**config.mk**
```make
export PLATFORM = sky130hd
export DESIGN_NAME = uart_8n1_with_fifos_core
export DESIGN_NICKNAME = d
export VERILOG_FILES = /design/src/sv/uart8_pkg.sv /design/src/sv/uart8_ram.sv /design/src/sv/uart8_tx.sv /design/src/sv/uart8_rx.sv /design/src/sv/uart_8n1_with_fifos_core.sv
export SDC_FILE = /design/constraint.sdc
export NUM_CORES = 1
export LEC_CHECK = 0
export ABC_AREA = 1
export BUFFER_PORTS_ARGS = -buffer_cell sky130_fd_sc_hd__buf_2
export CAP_MARGIN = 20
export CORE_UTILIZATION = 50
export CTS_CLUSTER_SIZE = 12
export DETAILED_ROUTE_END_ITERATION = 7
export PLACE_DENSITY = 0.65
export SYNTH_ARGS = -nofsm -noshare
export SYNTH_HDL_FRONTEND = slang
export SYNTH_SLANG_ARGS = --single-unit
export TNS_END_PERCENT = 10
```
**constraint.sdc**
```tcl
create_clock -name clock -period 5.9 [get_ports clock]
set_input_delay 0.295 -clock clock [delete_from_list [all_inputs] [get_ports clock]]
set_output_delay 0.295 -clock clock [all_outputs]
set_load 0.02 [all_outputs]
```
**src/sv/uart8_pkg.sv**
```systemverilog
// ----------------------------------------------------------------------------
// uart8_pkg
// Shared constants, codes and transaction structures for the 8N1 UART core
// with transmit and receive rings.
// ----------------------------------------------------------------------------
package uart8_pkg;

   localparam int TX_RING_DEPTH = 64;
   localparam int RX_RING_DEPTH = 64;
   localparam int DATA_BITS     = 8;

   localparam int TX_PTR_W  = $clog2(TX_RING_DEPTH);
   localparam int RX_PTR_W  = $clog2(RX_RING_DEPTH);
   localparam int BIT_SEL_W = $clog2(DATA_BITS);
   localparam int BIT_IDX_W = 4;
   localparam int PERIOD_W  = 15;
   localparam int COUNT_W   = 16;
   localparam int WAITING_W = 6;

   localparam logic [PERIOD_W-1:0]  BIT_PERIOD_RESET = 15'd208;
   localparam logic [COUNT_W-1:0]   TX_KICK_COUNT    = 16'd10;
   localparam logic [DATA_BITS-1:0] EMPTY_POP_DATA   = 8'hFF;

   typedef enum logic [1:0] {
      MODE_TICK = 2'd0,
      MODE_PUSH = 2'd1,
      MODE_POP  = 2'd2
   } mode_type;

   typedef enum logic [3:0] {
      TXP_IDLE  = 4'b0001,
      TXP_START = 4'b0010,
      TXP_DATA  = 4'b0100,
      TXP_STOP  = 4'b1000
   } tx_phase_type;

   typedef enum logic [2:0] {
      RXP_WAIT = 3'b001,
      RXP_DATA = 3'b010,
      RXP_STOP = 3'b100
   } rx_phase_type;

   // Decoded transaction, strobes high only in the cycle of acceptance
   typedef struct packed {
      logic                 tick;
      logic                 push;
      logic                 pop;
      logic                 rx_line;
      logic [DATA_BITS-1:0] tx_data;
   } cmd_type;

   typedef struct packed {
      logic line;
      logic accepted;
   } tx_status_type;

   typedef struct packed {
      logic [WAITING_W-1:0] waiting;
      logic                 overrun;
      logic                 framing_error;
      logic                 pop_hit;
   } rx_status_type;

endpackage

```
**src/sv/uart8_ram.sv**
```systemverilog
// ----------------------------------------------------------------------------
// uart8_ram
// Generic single-clock RAM: one write port, one read port, registered read.
// ----------------------------------------------------------------------------
module uart8_ram #(
   parameter int WIDTH = 8,
   parameter int DEPTH = 64
) (
   input  logic                     clock,
   input  logic                     wr_en,
   input  logic [$clog2(DEPTH)-1:0] wr_addr,
   input  logic [WIDTH-1:0]         wr_data,
   input  logic                     rd_en,
   input  logic [$clog2(DEPTH)-1:0] rd_addr,
   output logic [WIDTH-1:0]         rd_data
);

   logic [WIDTH-1:0] mem_ff [DEPTH];
   logic [WIDTH-1:0] rd_data_ff;

   always_ff @(posedge clock) begin
      if (wr_en) begin
         mem_ff[wr_addr] <= wr_data;
      end
      if (rd_en) begin
         rd_data_ff <= mem_ff[rd_addr];
      end
   end

   assign rd_data = rd_data_ff;

endmodule

```
**src/sv/uart8_tx.sv**
```systemverilog
// ----------------------------------------------------------------------------
// uart8_tx
// Transmit ring and 8N1 bit sequencer. The ring RAM read register doubles as
// the shift byte of the frame on the line.
// ----------------------------------------------------------------------------
module uart8_tx (
   input  logic                               clock,
   input  logic                               reset,
   input  uart8_pkg::cmd_type                 cmd,
   input  logic [uart8_pkg::PERIOD_W-1:0]     bit_period,
   output uart8_pkg::tx_status_type           status
);

   localparam int PTR_W = uart8_pkg::TX_PTR_W;

   uart8_pkg::tx_phase_type                 phase_ff, phase_in;
   logic                                    timer_on_ff, timer_on_in;
   logic [uart8_pkg::COUNT_W-1:0]           countdown_ff, countdown_in;
   logic [uart8_pkg::BIT_IDX_W-1:0]         bit_idx_ff, bit_idx_in;
   logic                                    level_ff, level_in;
   logic [PTR_W-1:0]                        wr_ptr_ff, wr_ptr_in;
   logic [PTR_W-1:0]                        rd_ptr_ff, rd_ptr_in;

   logic [uart8_pkg::COUNT_W-1:0]           cd_dec;
   logic                                    cd_fire;
   logic [PTR_W-1:0]                        wr_next;
   logic [PTR_W-1:0]                        rd_next;
   logic                                    ram_wr, ram_rd, accepted;
   logic [uart8_pkg::DATA_BITS-1:0]         shift_byte;

   assign cd_dec  = countdown_ff - uart8_pkg::COUNT_W'(1);
   assign cd_fire = (cd_dec == '0);
   assign wr_next = (wr_ptr_ff == PTR_W'(uart8_pkg::TX_RING_DEPTH - 1)) ?
                    '0 : wr_ptr_ff + PTR_W'(1);
   assign rd_next = (rd_ptr_ff == PTR_W'(uart8_pkg::TX_RING_DEPTH - 1)) ?
                    '0 : rd_ptr_ff + PTR_W'(1);

   always_comb begin
      phase_in     = phase_ff;
      timer_on_in  = timer_on_ff;
      countdown_in = countdown_ff;
      bit_idx_in   = bit_idx_ff;
      level_in     = level_ff;
      wr_ptr_in    = wr_ptr_ff;
      rd_ptr_in    = rd_ptr_ff;
      ram_wr       = 1'b0;
      ram_rd       = 1'b0;
      accepted     = 1'b0;

      if (cmd.tick && timer_on_ff) begin
         countdown_in = cd_fire ? uart8_pkg::COUNT_W'(bit_period) : cd_dec;
         if (cd_fire) begin
            unique case (phase_ff)
               uart8_pkg::TXP_START: begin
                  level_in   = 1'b0;
                  ram_rd     = 1'b1;
                  rd_ptr_in  = rd_next;
                  bit_idx_in = '0;
                  phase_in   = uart8_pkg::TXP_DATA;
               end
               uart8_pkg::TXP_DATA: begin
                  level_in   = shift_byte[bit_idx_ff[uart8_pkg::BIT_SEL_W-1:0]];
                  bit_idx_in = bit_idx_ff + uart8_pkg::BIT_IDX_W'(1);
                  if (bit_idx_in >= uart8_pkg::BIT_IDX_W'(uart8_pkg::DATA_BITS)) begin
                     phase_in = uart8_pkg::TXP_STOP;
                  end
               end
               uart8_pkg::TXP_STOP: begin
                  level_in = 1'b1;
                  phase_in = uart8_pkg::TXP_IDLE;
               end
               default: begin
                  // idle period over: next frame or stop the timer
                  if (wr_ptr_ff != rd_ptr_ff) begin
                     phase_in = uart8_pkg::TXP_START;
                  end else begin
                     timer_on_in = 1'b0;
                  end
               end
            endcase
         end
      end

      if (cmd.push && (wr_next != rd_ptr_ff)) begin
         ram_wr    = 1'b1;
         wr_ptr_in = wr_next;
         accepted  = 1'b1;
         if (phase_ff == uart8_pkg::TXP_IDLE) begin
            phase_in     = uart8_pkg::TXP_START;
            countdown_in = uart8_pkg::TX_KICK_COUNT;
            timer_on_in  = 1'b1;
         end
      end
   end

   always_ff @(posedge clock) begin
      if (reset) begin
         phase_ff     <= uart8_pkg::TXP_IDLE;
         timer_on_ff  <= 1'b0;
         countdown_ff <= '0;
         bit_idx_ff   <= '0;
         level_ff     <= 1'b1;
         wr_ptr_ff    <= '0;
         rd_ptr_ff    <= '0;
      end else begin
         phase_ff     <= phase_in;
         timer_on_ff  <= timer_on_in;
         countdown_ff <= countdown_in;
         bit_idx_ff   <= bit_idx_in;
         level_ff     <= level_in;
         wr_ptr_ff    <= wr_ptr_in;
         rd_ptr_ff    <= rd_ptr_in;
      end
   end

   uart8_ram #(
      .WIDTH (uart8_pkg::DATA_BITS),
      .DEPTH (uart8_pkg::TX_RING_DEPTH)
   ) u_ring (
      .clock   (clock),
      .wr_en   (ram_wr),
      .wr_addr (wr_ptr_ff),
      .wr_data (cmd.tx_data),
      .rd_en   (ram_rd),
      .rd_addr (rd_ptr_ff),
      .rd_data (shift_byte)
   );

   assign status.line     = level_in;
   assign status.accepted = accepted;

endmodule

```
**src/sv/uart8_rx.sv**
```systemverilog
// ----------------------------------------------------------------------------
// uart8_rx
// 8N1 receive sampler and receive ring. Pops read the ring RAM; the byte
// appears on rd_data in the next cycle and holds until the next pop that hits.
// ----------------------------------------------------------------------------
module uart8_rx (
   input  logic                               clock,
   input  logic                               reset,
   input  uart8_pkg::cmd_type                 cmd,
   input  logic [uart8_pkg::PERIOD_W-1:0]     bit_period,
   output uart8_pkg::rx_status_type           status,
   output logic [uart8_pkg::DATA_BITS-1:0]    rd_data
);

   localparam int PTR_W = uart8_pkg::RX_PTR_W;

   uart8_pkg::rx_phase_type                 phase_ff, phase_in;
   logic [uart8_pkg::COUNT_W-1:0]           countdown_ff, countdown_in;
   logic [uart8_pkg::DATA_BITS-1:0]         shift_ff, shift_in;
   logic [uart8_pkg::BIT_IDX_W-1:0]         bit_idx_ff, bit_idx_in;
   logic                                    prev_ff, prev_in;
   logic [PTR_W-1:0]                        wr_ptr_ff, wr_ptr_in;
   logic [PTR_W-1:0]                        rd_ptr_ff, rd_ptr_in;

   logic [uart8_pkg::COUNT_W-1:0]           cd_dec;
   logic                                    cd_fire;
   logic [uart8_pkg::COUNT_W:0]             period_x3;
   logic [PTR_W-1:0]                        wr_next, rd_next;
   logic [PTR_W:0]                          count;
   logic                                    ram_wr, ram_rd;
   logic                                    overrun, framing_error, pop_hit;

   assign cd_dec    = countdown_ff - uart8_pkg::COUNT_W'(1);
   assign cd_fire   = (cd_dec == '0);
   assign period_x3 = {2'b00, bit_period} + {1'b0, bit_period, 1'b0};
   assign wr_next   = (wr_ptr_ff == PTR_W'(uart8_pkg::RX_RING_DEPTH - 1)) ?
                      '0 : wr_ptr_ff + PTR_W'(1);
   assign rd_next   = (rd_ptr_ff == PTR_W'(uart8_pkg::RX_RING_DEPTH - 1)) ?
                      '0 : rd_ptr_ff + PTR_W'(1);

   always_comb begin
      phase_in      = phase_ff;
      countdown_in  = countdown_ff;
      shift_in      = shift_ff;
      bit_idx_in    = bit_idx_ff;
      prev_in       = prev_ff;
      wr_ptr_in     = wr_ptr_ff;
      rd_ptr_in     = rd_ptr_ff;
      ram_wr        = 1'b0;
      ram_rd        = 1'b0;
      overrun       = 1'b0;
      framing_error = 1'b0;
      pop_hit       = 1'b0;

      if (cmd.tick) begin
         prev_in = cmd.rx_line;
         if (phase_ff == uart8_pkg::RXP_WAIT) begin
            if (prev_ff && !cmd.rx_line) begin
               phase_in     = uart8_pkg::RXP_DATA;
               bit_idx_in   = '0;
               shift_in     = '0;
               countdown_in = period_x3[uart8_pkg::COUNT_W:1];
            end
         end else begin
            countdown_in = cd_fire ? uart8_pkg::COUNT_W'(bit_period) : cd_dec;
            if (cd_fire) begin
               unique case (phase_ff)
                  uart8_pkg::RXP_DATA: begin
                     if (cmd.rx_line) begin
                        shift_in[bit_idx_ff[uart8_pkg::BIT_SEL_W-1:0]] = 1'b1;
                     end
                     bit_idx_in = bit_idx_ff + uart8_pkg::BIT_IDX_W'(1);
                     if (bit_idx_in >= uart8_pkg::BIT_IDX_W'(uart8_pkg::DATA_BITS)) begin
                        phase_in = uart8_pkg::RXP_STOP;
                     end
                  end
                  uart8_pkg::RXP_STOP: begin
                     if (!cmd.rx_line) begin
                        framing_error = 1'b1;
                     end else if (wr_next == rd_ptr_ff) begin
                        overrun = 1'b1;
                     end else begin
                        ram_wr    = 1'b1;
                        wr_ptr_in = wr_next;
                     end
                     phase_in = uart8_pkg::RXP_WAIT;
                  end
                  default: begin
                     phase_in = uart8_pkg::RXP_WAIT;
                  end
               endcase
            end
         end
      end

      if (cmd.pop && (wr_ptr_ff != rd_ptr_ff)) begin
         ram_rd    = 1'b1;
         rd_ptr_in = rd_next;
         pop_hit   = 1'b1;
      end
   end

   // fill level after this transaction, modulo the ring depth
   always_comb begin
      count = {1'b0, wr_ptr_in} - {1'b0, rd_ptr_in};
      if (wr_ptr_in < rd_ptr_in) begin
         count = count + (PTR_W + 1)'(uart8_pkg::RX_RING_DEPTH);
      end
   end

   always_ff @(posedge clock) begin
      if (reset) begin
         phase_ff     <= uart8_pkg::RXP_WAIT;
         countdown_ff <= '0;
         shift_ff     <= '0;
         bit_idx_ff   <= '0;
         prev_ff      <= 1'b1;
         wr_ptr_ff    <= '0;
         rd_ptr_ff    <= '0;
      end else begin
         phase_ff     <= phase_in;
         countdown_ff <= countdown_in;
         shift_ff     <= shift_in;
         bit_idx_ff   <= bit_idx_in;
         prev_ff      <= prev_in;
         wr_ptr_ff    <= wr_ptr_in;
         rd_ptr_ff    <= rd_ptr_in;
      end
   end

   uart8_ram #(
      .WIDTH (uart8_pkg::DATA_BITS),
      .DEPTH (uart8_pkg::RX_RING_DEPTH)
   ) u_ring (
      .clock   (clock),
      .wr_en   (ram_wr),
      .wr_addr (wr_ptr_ff),
      .wr_data (shift_ff),
      .rd_en   (ram_rd),
      .rd_addr (rd_ptr_ff),
      .rd_data (rd_data)
   );

   assign status.waiting       = uart8_pkg::WAITING_W'(count);
   assign status.overrun       = overrun;
   assign status.framing_error = framing_error;
   assign status.pop_hit       = pop_hit;

endmodule

```
**src/sv/uart_8n1_with_fifos_core.sv**
```systemverilog
// ----------------------------------------------------------------------------
// uart_8n1_with_fifos_core
// 8N1 UART with transmit and receive rings behind a valid/ready request and
// response channel.
// ----------------------------------------------------------------------------
// A request transaction is a timer tick (carrying the sampled rx line), a
// push of one byte into the transmit ring or a pop from the receive ring;
// every request yields exactly one response transaction. The core takes one
// request per clock unless the response side stalls; stage one updates the
// bit timers and ring pointers and issues the ring RAM accesses of the
// transaction (a transmit ring read when a frame starts, a receive ring
// write when a good byte lands, a ring write on push or a ring read on pop),
// then stage two picks up the registered RAM read data into the response
// register. Each ring holds one byte fewer than its depth; a push to a full
// transmit ring is refused with tx_accepted low, and a byte arriving at a
// full receive ring is dropped and flagged as overrun. bit_period is to be
// written through the csr port only while the core is idle, which the core
// does not check; the first receive sample waits one and a half periods
// after the start edge. There is no clearing pass after reset.
// ----------------------------------------------------------------------------
module uart_8n1_with_fifos_core (
   input  logic                                 clock,
   input  logic                                 reset,
   // configuration
   input  logic                                 csr_wr_en,
   input  logic [uart8_pkg::PERIOD_W-1:0]       csr_wr_data,
   // request channel
   input  logic                                 req_valid,
   output logic                                 req_ready,
   input  logic [1:0]                           req_mode,
   input  logic                                 req_rx_line,
   input  logic [uart8_pkg::DATA_BITS-1:0]      req_tx_data,
   // response channel
   output logic                                 rsp_valid,
   input  logic                                 rsp_ready,
   output logic                                 rsp_tx_line,
   output logic [uart8_pkg::DATA_BITS-1:0]      rsp_rx_data,
   output logic                                 rsp_rx_data_valid,
   output logic [uart8_pkg::WAITING_W-1:0]      rsp_rx_waiting,
   output logic                                 rsp_tx_accepted,
   output logic                                 rsp_rx_overrun,
   output logic                                 rsp_rx_framing_error
);

   logic [uart8_pkg::PERIOD_W-1:0]   bit_period_ff;

   logic                             req_fire;
   uart8_pkg::cmd_type               cmd;
   uart8_pkg::tx_status_type         tx_status;
   uart8_pkg::rx_status_type         rx_status;
   logic [uart8_pkg::DATA_BITS-1:0]  rx_ram_data;

   // stage one: status of the transaction, waiting for the RAM read data
   logic                             p_valid_ff, p_valid_in;
   logic                             p_move;
   logic                             p_is_pop_ff;
   uart8_pkg::tx_status_type         p_tx_ff;
   uart8_pkg::rx_status_type         p_rx_ff;

   // stage two: response register
   logic                             o_valid_ff, o_valid_in;
   logic                             o_tx_line_ff;
   logic [uart8_pkg::DATA_BITS-1:0]  o_rx_data_ff;
   logic                             o_rx_data_valid_ff;
   logic [uart8_pkg::WAITING_W-1:0]  o_rx_waiting_ff;
   logic                             o_tx_accepted_ff;
   logic                             o_rx_overrun_ff;
   logic                             o_rx_framing_error_ff;

   // hold the bit period; writes only arrive while idle, by user rule alone
   always_ff @(posedge clock) begin
      if (reset) begin
         bit_period_ff <= uart8_pkg::BIT_PERIOD_RESET;
      end else if (csr_wr_en) begin
         bit_period_ff <= csr_wr_data;
      end
   end

   // advance stage one when the response register is free or draining
   assign p_move    = p_valid_ff && (!o_valid_ff || rsp_ready);
   assign req_ready = !p_valid_ff || p_move;
   assign req_fire  = req_valid && req_ready;

   // decode the request; the unused mode code does nothing
   always_comb begin
      cmd         = '0;
      cmd.rx_line = req_rx_line;
      cmd.tx_data = req_tx_data;
      if (req_fire) begin
         unique case (uart8_pkg::mode_type'(req_mode))
            uart8_pkg::MODE_TICK: cmd.tick = 1'b1;
            uart8_pkg::MODE_PUSH: cmd.push = 1'b1;
            uart8_pkg::MODE_POP:  cmd.pop  = 1'b1;
            default:              cmd.tick = 1'b0;
         endcase
      end
   end

   uart8_tx u_tx (
      .clock      (clock),
      .reset      (reset),
      .cmd        (cmd),
      .bit_period (bit_period_ff),
      .status     (tx_status)
   );

   uart8_rx u_rx (
      .clock      (clock),
      .reset      (reset),
      .cmd        (cmd),
      .bit_period (bit_period_ff),
      .status     (rx_status),
      .rd_data    (rx_ram_data)
   );

   assign p_valid_in = req_fire || (p_valid_ff && !p_move);
   assign o_valid_in = p_move || (o_valid_ff && !rsp_ready);

   always_ff @(posedge clock) begin
      if (reset) begin
         p_valid_ff <= 1'b0;
         o_valid_ff <= 1'b0;
      end else begin
         p_valid_ff <= p_valid_in;
         o_valid_ff <= o_valid_in;
      end
   end

   // capture the transaction status on acceptance
   always_ff @(posedge clock) begin
      if (req_fire) begin
         p_is_pop_ff <= cmd.pop;
         p_tx_ff     <= tx_status;
         p_rx_ff     <= rx_status;
      end
   end

   // merge the ring read data; it holds until the next pop that hits
   always_ff @(posedge clock) begin
      if (p_move) begin
         o_tx_line_ff          <= p_tx_ff.line;
         o_tx_accepted_ff      <= p_tx_ff.accepted;
         o_rx_waiting_ff       <= p_rx_ff.waiting;
         o_rx_overrun_ff       <= p_rx_ff.overrun;
         o_rx_framing_error_ff <= p_rx_ff.framing_error;
         o_rx_data_valid_ff    <= p_rx_ff.pop_hit;
         if (!p_is_pop_ff) begin
            o_rx_data_ff <= '0;
         end else if (p_rx_ff.pop_hit) begin
            o_rx_data_ff <= rx_ram_data;
         end else begin
            o_rx_data_ff <= uart8_pkg::EMPTY_POP_DATA;
         end
      end
   end

   assign rsp_valid            = o_valid_ff;
   assign rsp_tx_line          = o_tx_line_ff;
   assign rsp_rx_data          = o_rx_data_ff;
   assign rsp_rx_data_valid    = o_rx_data_valid_ff;
   assign rsp_rx_waiting       = o_rx_waiting_ff;
   assign rsp_tx_accepted      = o_tx_accepted_ff;
   assign rsp_rx_overrun       = o_rx_overrun_ff;
   assign rsp_rx_framing_error = o_rx_framing_error_ff;

endmodule
```
* After elaboration in Yosys (flattened, before gate mapping)
Memories as Yosys holds them, arrays and structs flattened. A register that Yosys moved wholly into a read port is not among the register bits.
Cells that the tools add are included.
** Storage, ports and cells
- Memories :: 2
- Memory bits (writable) :: 1024
- Output and inout bits :: 21
- Logic and storage cells :: 184
- Bits of input ports :: 31
- Bits in registers :: 130
** Memories
- u_rx.u_ring.mem_ff :: depth 64, bits a word 8, rd ports 1, clocked after memory_dff 1, wr ports 1, line uart8_ram.sv:18 : logic [WIDTH-1:0] mem_ff [DEPTH];
- u_tx.u_ring.mem_ff :: depth 64, bits a word 8, rd ports 1, clocked after memory_dff 1, wr ports 1, line uart8_ram.sv:18
** Operators by class
- Add/subtract/negate cells :: 11
- Bitwise operators :: 5
- Eq/ne operators :: 19
- $lt $le $gt $ge :: 6
- Multiplexer cells :: 76
- Reductions and logical operators :: 34
** Operators by type and width (count)
- 16-bit two-way mux :: 7
- 6-bit two-way mux :: 12
- 8-bit two-way mux :: 6
- 4-bit two-way mux :: 10
- 16-bit zero test :: 2
- 16-bit by 1-bit subtractor with 16-bit output (second input constant) :: 2
- 6-bit by 1-bit adder with 6-bit output (second input constant) :: 5
- 1-bit two-way mux :: 30
- 6-bit equality test (second input constant) :: 4
- 3-bit two-way mux :: 6
- 6-bit != test :: 3
- 15-bit by 16-bit adder with 17-bit output :: 1
- 4-bit one-hot mux with 3 select lines :: 1
- 1-bit logical AND :: 9
- 4-bit by 1-bit adder with 4-bit output (second input constant) :: 2
- 4-bit >= comparator (second input constant) :: 2
- 3-bit by 4-bit less-than comparator with 1-bit output (second input constant) :: 2
- 8-bit OR :: 1
- 4-bit one-hot mux with 2 select lines :: 1
- 4-bit AND reduction :: 2
- 2-bit nonzero test :: 4
- 6-bit equality test :: 1
- 6-bit less-than comparator :: 1
- 3-bit AND reduction :: 2
- other kinds (25) :: 35

* Logic depth before layout (Yosys ltp)
Gate-level depths: netlist (run 1).
- Depth in word-level cells :: 12
- Depth in mapped cells :: 29
- Mapped depth without buffers :: 28

* Cells and area by module
From an unflattened synthesis (run 1), not the netlist that was laid out.
** Unflattened totals
- Cell total of the unflattened synthesis :: 4884
- Area total of the unflattened synthesis :: 51297.9 µm²
** By module, submodules not included
- uart8_ram :: sequential area each 15615.0 µm², cells each 1805, instances 2, area each 21419.3 µm²
- uart8_rx :: sequential area each 880.8 µm², cells each 670, instances 1, area each 4021.4 µm²
- uart8_tx :: sequential area each 760.7 µm², cells each 470, instances 1, area each 2780.2 µm²
- uart_8n1_with_fifos_core :: sequential area each 1271.2 µm², cells each 134, instances 1, area each 1657.8 µm²

* Least setup slack after synthesis (run 1)
No wires, ideal clock.
- Kind :: register to register
- From :: reg u_rx.countdown_ff[0] (netlist name)
- To :: reg p_rx_ff[8] (netlist name) (data pin)
- Cell stages (with the launch flop) :: 26
- Path slack :: 2573 ps
- Clock period less this slack :: 3327 ps
- Data required time :: 5647 ps
- Arrival :: 3073 ps
- Setup time :: 253 ps
- Path buffers :: 1
- Path through :: dfxtp_1 > inv_1 > ha_1 > buf_2 > xnor2_1 > nand2_1 > nor2_1 > nand2_1 > nor2_1 > nand3_1 > nor2_2 > nand3_1 > nor2_4 > nand2_1 > o21ai_0 > inv_1 > ha_1 > nand3_1 > nand2_1 > a21oi_1 > inv_1 > a21oi_1 > nand2_1 > nand2_1 > nand3b_1 > nand2_1
** RTL lines
- from (decl) :: line uart8_rx.sv:18 : logic [uart8_pkg::COUNT_W-1:0] countdown_ff, countdown_in;
- from (signal assigned) :: line uart8_rx.sv:122 : countdown_ff <= countdown_in;
- to (signal assigned) :: line uart_8n1_with_fifos_core.sv:134 : p_rx_ff <= rx_status;
- to (decl) :: line uart_8n1_with_fifos_core.sv:58 : uart8_pkg::rx_status_type p_rx_ff;

* Worst setup path after layout (run 1)
- From :: reg u_tx.wr_ptr_ff[0]
- To :: mem u_tx.u_ring.mem_ff[29][1], enable pin
** On the way
- Cells in the longest elaborated chain, start to end :: 7
- Elaborated cells on any way between the ends :: 8
- Those cells by class :: 1 x add/sub; 2 x eq/ne; 4 x mux; 1 x reduce/logical
** RTL lines
- from (decl) :: line uart8_tx.sv:21 : logic [PTR_W-1:0] wr_ptr_ff, wr_ptr_in;
- from (signal assigned) :: line uart8_tx.sv:111 : wr_ptr_ff <= wr_ptr_in;
- 6-bit by 1-bit adder with 6-bit output or 6-bit equality test (tied branches) :: line uart8_tx.sv:34, uart8_tx.sv:33
- 6-bit two-way mux * :: line uart8_tx.sv:33 : assign wr_next = (wr_ptr_ff == PTR_W'(uart8_pkg::TX_RING_DEPTH - 1)) ?
- 6-bit != test * :: line uart8_tx.sv:84 : if (cmd.push && (wr_next != rd_ptr_ff)) begin
- 1-bit logical AND * :: line uart8_tx.sv:84
- 1-bit two-way mux *
- via u_tx.accepted :: line uart8_tx.sv:28 : logic ram_wr, ram_rd, accepted;
- 1-bit two-way mux * :: line uart8_ram.sv:22 : if (wr_en) begin
- 1-bit two-way mux (implied by the code) * :: line uart8_ram.sv:23 : mem_ff[wr_addr] <= wr_data;
- to (decl) :: line uart8_ram.sv:18
The timed path passes the listed nets; every way through them passes the cells marked *.

==> reports/summary.txt, run 1 <==
Seq pwr share -> 0.544
Setup-failing EPs final -> 0
Finished Layout Cells -> 5667
Vias per cell -> 5.93
Rel. slew slack -> 0.275
Critical hold path startpoint -> reset
Htree depth -> 3
Layout area overhead -> 10.5%
Worst VDD drop -> 0.256 mV
Final Wtd Congestion -> 0.859
Clk slew on worst S/H paths -> 0.06 ns
P_sw -> 3.50 mW
Worst EP required -> 6.24 ns
Gr ovfl total -> 0
First-pass GRT wire length -> 191 mm
Mean post-synth cell area -> 11.4 um^2
Clock root cell -> clkbuf_16
Worst skew pair latency -> 0.71 ns
Final Cell Area -> 0.0546 mm^2
Iteration count of the initial detailed-routing pass -> 6
TritonCTS Buffers -> 118
Most used DFF post-synth -> edfxtp_1
LEAKAGE -> 18.7 nW
Worst slew pin tran -> 1.08 ns
DR WL/cell -> 22.2 um
Fraction of layout instances using a drive strength above 1 -> 0.0784
WP data arrival -> 4.73 ns
Setup Buffers After CTS -> 0
Final ANT Viol Nets -> 0
CTS tree -> built
Tot GR Track Use -> 0.250
Critical path class -> flop to flop
Initial antenna violation count -> 2
Post-synthesis sequential area ratio -> 0.692
Largest net degree at the start of global routing -> 141
CP Launch Type -> flop
CTS Sinks -> 1170
Pint -> 13.1 mW
Yosys warnings -> 0
Period Utilization, post-route -> 0.743
Critical path endpoint category -> flop
#FFs+latches synth -> 1170
Vias in the first global route -> 31800
RSZ-0062 raised after global routing -> no
Layout net count -> 4377
Inst Count DP -> 5438
Post-route setup TNS -> 0 ns
Post-Place Cell Area -> 0.0507 mm^2
Sw Ratio -> 0.211
DIE HEIGHT -> 316 um
Synthesized Nets -> 4378
Place WS -> 1.60 ns
Outcome -> finished, final reports clean
Initial core utilization -> 0.507
Largest fanout on the critical path -> 11
Clock skew -> 0.0598 ns
Final Max Slew Viols -> 0
Port Buffer Count -> 51
Synthesized area -> 0.0493 mm^2
Routed via count -> 33600
Critical path origin -> u_tx.wr_ptr_ff[0]
Cell Pwr Density -> 305 mW/mm^2
Core area -> 0.0973 mm^2
Die Wd -> 316 um
Setup ws final -> 1.51 ns
# IOs -> 52
Detailed router's first-iteration violation count -> 3649
Hold Crit Class -> input pin to flop
Total Power -> 16.6 mW
Maximum clock frequency -> 228 MHz
Post-synth EDFFs -> 1071
Most frequent cells in the layout -> edfxtp_1 (1071), nor2_1 (830), o21ai_0 (639)
Die area -> 0.100 mm^2
Commonest non-fill, non-tap cell in the layout -> edfxtp_1
Cell Rows -> 114
Drt drc -> 0
Final number of hold-violating endpoints -> 0
Distinct cell type count after synthesis -> 53
Total of max-cap violations -> 0
Period minus WS final -> 4.39 ns
Gate Count Post-Synth -> 4314
Clock Tree Buf Depth -> 3
Clock group share of total power -> 0.425
Final HPWL from detailed placement -> 72.8 mm
Worst r2r src -> u_tx.wr_ptr_ff[0]
Routed WL -> 126 mm
Logic pwr share -> 0.031
Post-synth ARST share -> 0
synth_stat cells (3+ instances only):
master       n  share of area
inv_1      176          0.013
o22ai_1    215          0.027
a211oi_1     4        0.00061
o32ai_1      6         0.0011
nand2_1    401          0.031
edfxtp_1  1071           0.65
clkinv_1     5        0.00038
nand4_1     44         0.0056
o211ai_1    28         0.0043
buf_1       15         0.0011
a21oi_1    136          0.014
o221ai_1    56         0.0099
buf_2       31         0.0031
nand3_1    125          0.013
nor3_2       3        0.00061
o21ai_0    639          0.065
or2_2        3        0.00038
nor2_2      18         0.0023
dfxtp_1     99          0.040
inv_2        4        0.00030
clkbuf_1   206          0.016
xor2_1      29         0.0051
nand3b_1     9         0.0014
nor2_4       6         0.0014
nand2_2      7        0.00089
o21ai_1     18         0.0018
ha_1        31         0.0079
xor2_2       5         0.0016
nor3_1      30         0.0030
nand3_2      4        0.00081
buf_6        4        0.00091
o31ai_1     11         0.0017
nor2_1     832          0.063
nand4_4      8         0.0034
xnor2_1      8         0.0014
per-layer routing:
metal | part of all wire | global-route usage | vias to the layer above
met4 | 0.026 | 0.0785 | 2
met2 | 0.47 | 0.402 | 1370
met1 | 0.43 | 0.352 | 16500
li1 | - | - | 15600
met5 | 0.00010 | 0 | -
met3 | 0.074 | 0.0370 | 218
sequential cells by signal, summed over array words and instances (netlist names), 2 cells and up:
signal               cells
u_tx.bit_idx_ff          4
u_tx.countdown_ff       16
u_rx.rd_ptr_ff           6
p_tx_ff                  2
u_tx.wr_ptr_ff           6
u_rx.wr_ptr_ff           6
p_rx_ff                  9
u_rx.countdown_ff       16
u_tx.rd_ptr_ff           6
u_rx.shift_ff            8
rsp_rx_waiting           6
u_rx.phase_ff            3
u_tx.u_ring.mem_ff     512
u_rx.u_ring.rd_data      8
bit_period_ff           15
u_rx.bit_idx_ff          4
u_tx.phase_ff            4
u_tx.u_ring.rd_data      8
rsp_rx_data              8
u_rx.u_ring.mem_ff     512
final timing paths:
path	cells past startpoint	slack (ns)	end
hold reg to reg	0	0.42	rsp_rx_waiting[3]
setup reg to reg	12	1.51	u_tx.u_ring.mem_ff[29][1]
hold / removal	3	0.17	u_tx.countdown_ff[3]
setup / recovery	12	1.51	u_tx.u_ring.mem_ff[29][1]
what timing repair did:
| action | 4_1_cts | 5_1_grt |
|---|---|---|
| gates resized for setup | 0 | 0 |
| endpoints found under the setup margin | 0 | 0 |
| hold buffers | 30 | 0 |
| hold endpoints to repair | 20 | 0 |
final cells by class:
class | count | area [um^2]
Fill cell | 8132 | 42700
Antenna cell | 1 | 2.50
Clock buffer | 155 | 3130
Tap cell | 1276 | 1600
Inverter | 187 | 717
Multi-Input combinational cell | 2700 | 13500
Timing Repair Buffer | 136 | 1010
Sequential cell | 1170 | 34200
Clock inverter | 42 | 445
cells by family (layout without fill, tap and decap cells):
family	Yosys count	count (layout)	synth area share
AND/OR/NAND/NOR	1500	1500	0.129
flip-flops	1170	1170	0.692
AO/OA/AOI/OAI	1123	1123	0.127
buffers and inverters	444	520	0.0353
XOR/XNOR	42	42	0.00821
adder cells (fa/ha/maj)	33	33	0.00867
multiplexers	2	2	0.000406
other	0	1	0
power by group through the flow:
stage	clock network, mW	logic, mW	registers [mW]
floorplan	0	0.308	9.22
global placement	0	0.490	9.22
CTS	7.16	0.512	9.05
finish	7.08	0.517	9.05
global route	7.47	0.580	9.05
detailed placement	0	0.493	9.22
per-stage QoR:
stage | utilization | hold slack (ns)
CTS | 0.561 | 0.153
detailed placement | 0.521 | 0.407
finish | 0.561 | 0.171
global placement | 0.521 | 0.402
global route | 0.561 | 0.188
floorplan | - | 0.394
critical path, stage by stage, from the launching register on:
cell and delay, ns:
dfxtp_1 0.55, ha_1 0.25, nand3_1 0.15, nor2_1 0.20
nor2_1 0.06, o211ai_1 0.12, xor2_1 0.17, inv_1 0.06
nand2_1 0.10, nand2_1 0.27, clkinv_1 0.28, nand4_1 0.87
nor2_1 0.93
Note: power is estimated with default switching activity, not from simulation.
==> run 2: changes to the inputs <==
- ABC_AREA: 1 -> 0
- clock period: 5.9 -> 4.6 ns (I/O delays scaled with it)
==> run 2 against run 1 <==
Sequential share of layout area is 0.091 points higher. Combinational power fell by 6.6%. Die area shrank 2.8%. Power up 26%. Cell area is 0.14% lower. Synthesized area down 2.8%. Non-clock buffer count grew 119. Critical path type unchanged. Final cell count decreased by 22%. Sequential cell count is the same. Largest cell class unchanged. Utilization is 1.3 points higher. Sequential power grew 28%.
==> reports/summary.txt, run 2 <==
Layout area overhead -> 13.6%
Final number of hold-violating endpoints -> 0 (unchanged)
Place WS -> 0.0378 ns (-1.56 ns)
Post-Place Cell Area -> 0.0506 mm^2 (about the same)
Vias per cell -> 6.03 (+1.6%)
Ant. Diodes -> 0 (-1)
Fraction of layout instances using a drive strength above 1 -> 0.210 (+0.131)
Setup ws final -> 0.349 ns (-1.17 ns)
Gr ovfl total -> 0 (unchanged)
Core area -> 0.0950 mm^2 (-2.3%)
Clock skew -> 0.0505 ns (-0.00924 ns)
Final ANT Viol Nets -> 0 (unchanged)
Synthesized area -> 0.0480 mm^2 (-2.8%)
Maximum clock frequency -> 235 MHz (+3.2%)
Clock root cell -> clkbuf_16
Synthesized Nets -> 2917 (-33%)
Critical Path Max Stage Delay -> 0.64 ns (-0.29 ns)
Post-synthesis sequential area ratio -> 0.712 (+0.0199)
Final HPWL from detailed placement -> 68.7 mm (-5.6%)
Distinct cell type count after synthesis -> 77 (+45%)
Initial antenna violation count -> 0 (-2)
TritonCTS Buffers -> 118 (unchanged)
Final Max Slew Viols -> 0 (unchanged)
Die Wd -> 312 um (-1.4%)
Initial core utilization -> 0.505 (-0.00243)
Most used DFF post-synth -> edfxtp_1
Top-count cell post-synth -> edfxtp_1
Critical path endpoint category -> flop
Final Util -> 0.573 (+0.0126)
Routed via count -> 26600 (-21%)
Final Cell Area -> 0.0545 mm^2 (-0.14%)
Total Power -> 21.0 mW (+26%)
Hold Crit Class -> input pin to flop
Clk slew on worst S/H paths -> 0.06 ns (about the same)
Largest net degree at the start of global routing -> 91 (-35%)
Synth top area cells -> edfxtp_1 (67%), mux4_2 (11%), dfxtp_1 (4.1%), mux2i_1 (3.0%), nor2_1 (2.4%)
First-pass GRT wire length -> 169 mm (-11%)
Yosys warnings -> 0 (unchanged)
Slowest-stage cell, CP -> or4_1
RSZ-0062 raised after global routing -> no
Cell Rows -> 113 (-0.88%)
Worst VDD drop -> 0.309 mV (+21%)
Mean post-synth cell area -> 16.8 um^2 (+47%)
Crit path cell chain -> or4_1 -> nor3_2 -> nand2_1 -> xnor2_1 -> nor4_2 -> buf_4 -> nand3_1 -> mux2_2 -> ha_1 -> nor2b_1 -> o21ai_0 -> a21boi_0 -> o21ai_0 -> nand2b_1 -> xor2_1 -> xnor2_1
CTS tree -> built
Buf/Inv on CP -> 1 (-1)
Final Wtd Congestion -> 0.873 (+1.7%)
Tot GR Track Use -> 0.231 (-0.0190)
CTS Sinks -> 1170 (unchanged)
Total of max-cap violations -> 0 (unchanged)
Worst skew pair latency -> 0.70 ns (about the same)
Commonest non-fill, non-tap cell in the layout -> edfxtp_1
Clock Tree Buf Depth -> 3 (unchanged)
Commonest cells post-synth -> edfxtp_1 (1071), nor2_1 (304), mux4_2 (234)
CP Launch Type -> flop
Vias in the first global route -> 26600 (-16%)
Top flop regs -> u_rx.u_ring.mem_ff x512, u_tx.u_ring.mem_ff x512
Period minus WS final -> 4.25 ns (-0.135 ns)
Delay-heaviest family, CP -> simple AND/OR/NAND/NOR gates
Top-area cell type share of the netlist area -> 0.670 (+0.0188)
Post-synth EDFFs -> 1071 (unchanged)
Port Buffer Count -> 51 (unchanged)
Largest fanout on the critical path -> 7 (-4)
Die area -> 0.0972 mm^2 (-2.8%)
Gate Count Post-Synth -> 2853 (-34%)
Setup-failing EPs final -> 0 (unchanged)
Post-synth ARST share -> 0 (unchanged)
Iteration count of the initial detailed-routing pass -> 5 (-1)
LEAKAGE -> 17.8 nW (-4.9%)
WP data arrival -> 4.70 ns (-0.03 ns)
Post-route setup TNS -> 0 ns (unchanged)
Worst EP required -> 5.05 ns (-1.19 ns)
Leading area contributor after synthesis -> edfxtp_1
Drt drc -> 0 (unchanged)
Layout net count -> 3130 (-28%)
Most frequent cells in the layout -> edfxtp_1 (1071), nor2_1 (304), mux4_2 (234)
Critical path class -> flop to flop
#FFs+latches synth -> 1170 (unchanged)
Htree depth -> 3 (unchanged)
Worst slew pin tran -> 0.988 ns (-0.0963 ns)
DR WL/cell -> 25.3 um (+14%)
Routed WL -> 112 mm (-11%)
Detailed router's first-iteration violation count -> 2869 (-21%)
DIE HEIGHT -> 312 um (-1.4%)
Cell Pwr Density -> 386 mW/mm^2 (+26%)
# IOs -> 52 (unchanged)
Period Utilization, post-route -> 0.924 (+0.181)
Rel. slew slack -> 0.341 (+0.0664)
Outcome -> finished, final reports clean
[run 2: changes by cell type after synthesis, moves of 55 or more]
| cell | change |
|---|---|
| o21ai_0 | -557 |
| nor2_1 | -528 |
| nand2_1 | -297 |
| mux4_2 | +234 |
| o22ai_1 | -185 |
| mux2i_1 | +144 |
| inv_1 | -139 |
| nand3_1 | -84 |
| clkbuf_1 | -81 |
| a21oi_1 | -55 |
[run 2: cell type report]
type | instances | area [um^2]
clock buffer | 150 | 3160
clock inverter | 43 | 383
fill | 7157 | 40500
inverter | 38 | 143
multi-input combinational | 1483 | 13100
sequential | 1170 | 34200
tap | 1265 | 1580
timing repair buffer | 255 | 1910
[run 2: cells by family (layout without fill, tap and decap cells)]
logic type / after synthesis / count (layout) / synth area share
xor gates and xnor gates: 57 / 57 / 0.0104
AOI/OAI and AO/OA: 341 / 341 / 0.0460
and+or+nand+nor: 670 / 670 / 0.0663
DFF: 1170 / 1170 / 0.712
muxes: 382 / 382 / 0.141
buffers and inverters: 200 / 486 / 0.0158
adders and majority gates: 33 / 33 / 0.00892
[run 2: metal layers]
layer	global-route usage	up-vias	wire length (um)
met5	0	-	0
met4	0.0556	0	2180
met1	0.344	13600	48700
li1	-	11700	-
met3	0.0364	153	8150
met2	0.359	1071	52600
[run 2: repair_timing]
item	CTS	global route
setup buffers	0	0
setup endpoints to repair	0	378
endpoints found under the hold margin	21	0
resized for setup	0	7
hold buffers	25	0
[run 2: metrics by stage]
step                      std cells  hold slack (ns)
after CTS                      4403          0.00306
after global placement         4184            0.442
after global routing           4404           0.0345
final                          4404           0.0457
after floorplan                2853            0.329
after detailed placement       4185            0.431
[run 2: worst paths after layout]
check	depth (start not counted)	endpoint	slack (ns)	from
setup reg to reg	16	p_rx_ff[8]	0.35	u_rx.countdown_ff[4]
hold reg to reg	0	rsp_rx_waiting[0]	0.44	p_rx_ff[3]
hold / removal	2	bit_period_ff[9]	0.05	reset
setup / recovery	16	p_rx_ff[8]	0.35	u_rx.countdown_ff[4]
[run 2: power by group]
part           internal (mW)  leakage [nW]  switching (mW)
combinational          0.169          4.64           0.314
sequential              11.5          11.4          0.0445
clock                   5.07          1.72            3.87
total                   16.8          17.8            4.23
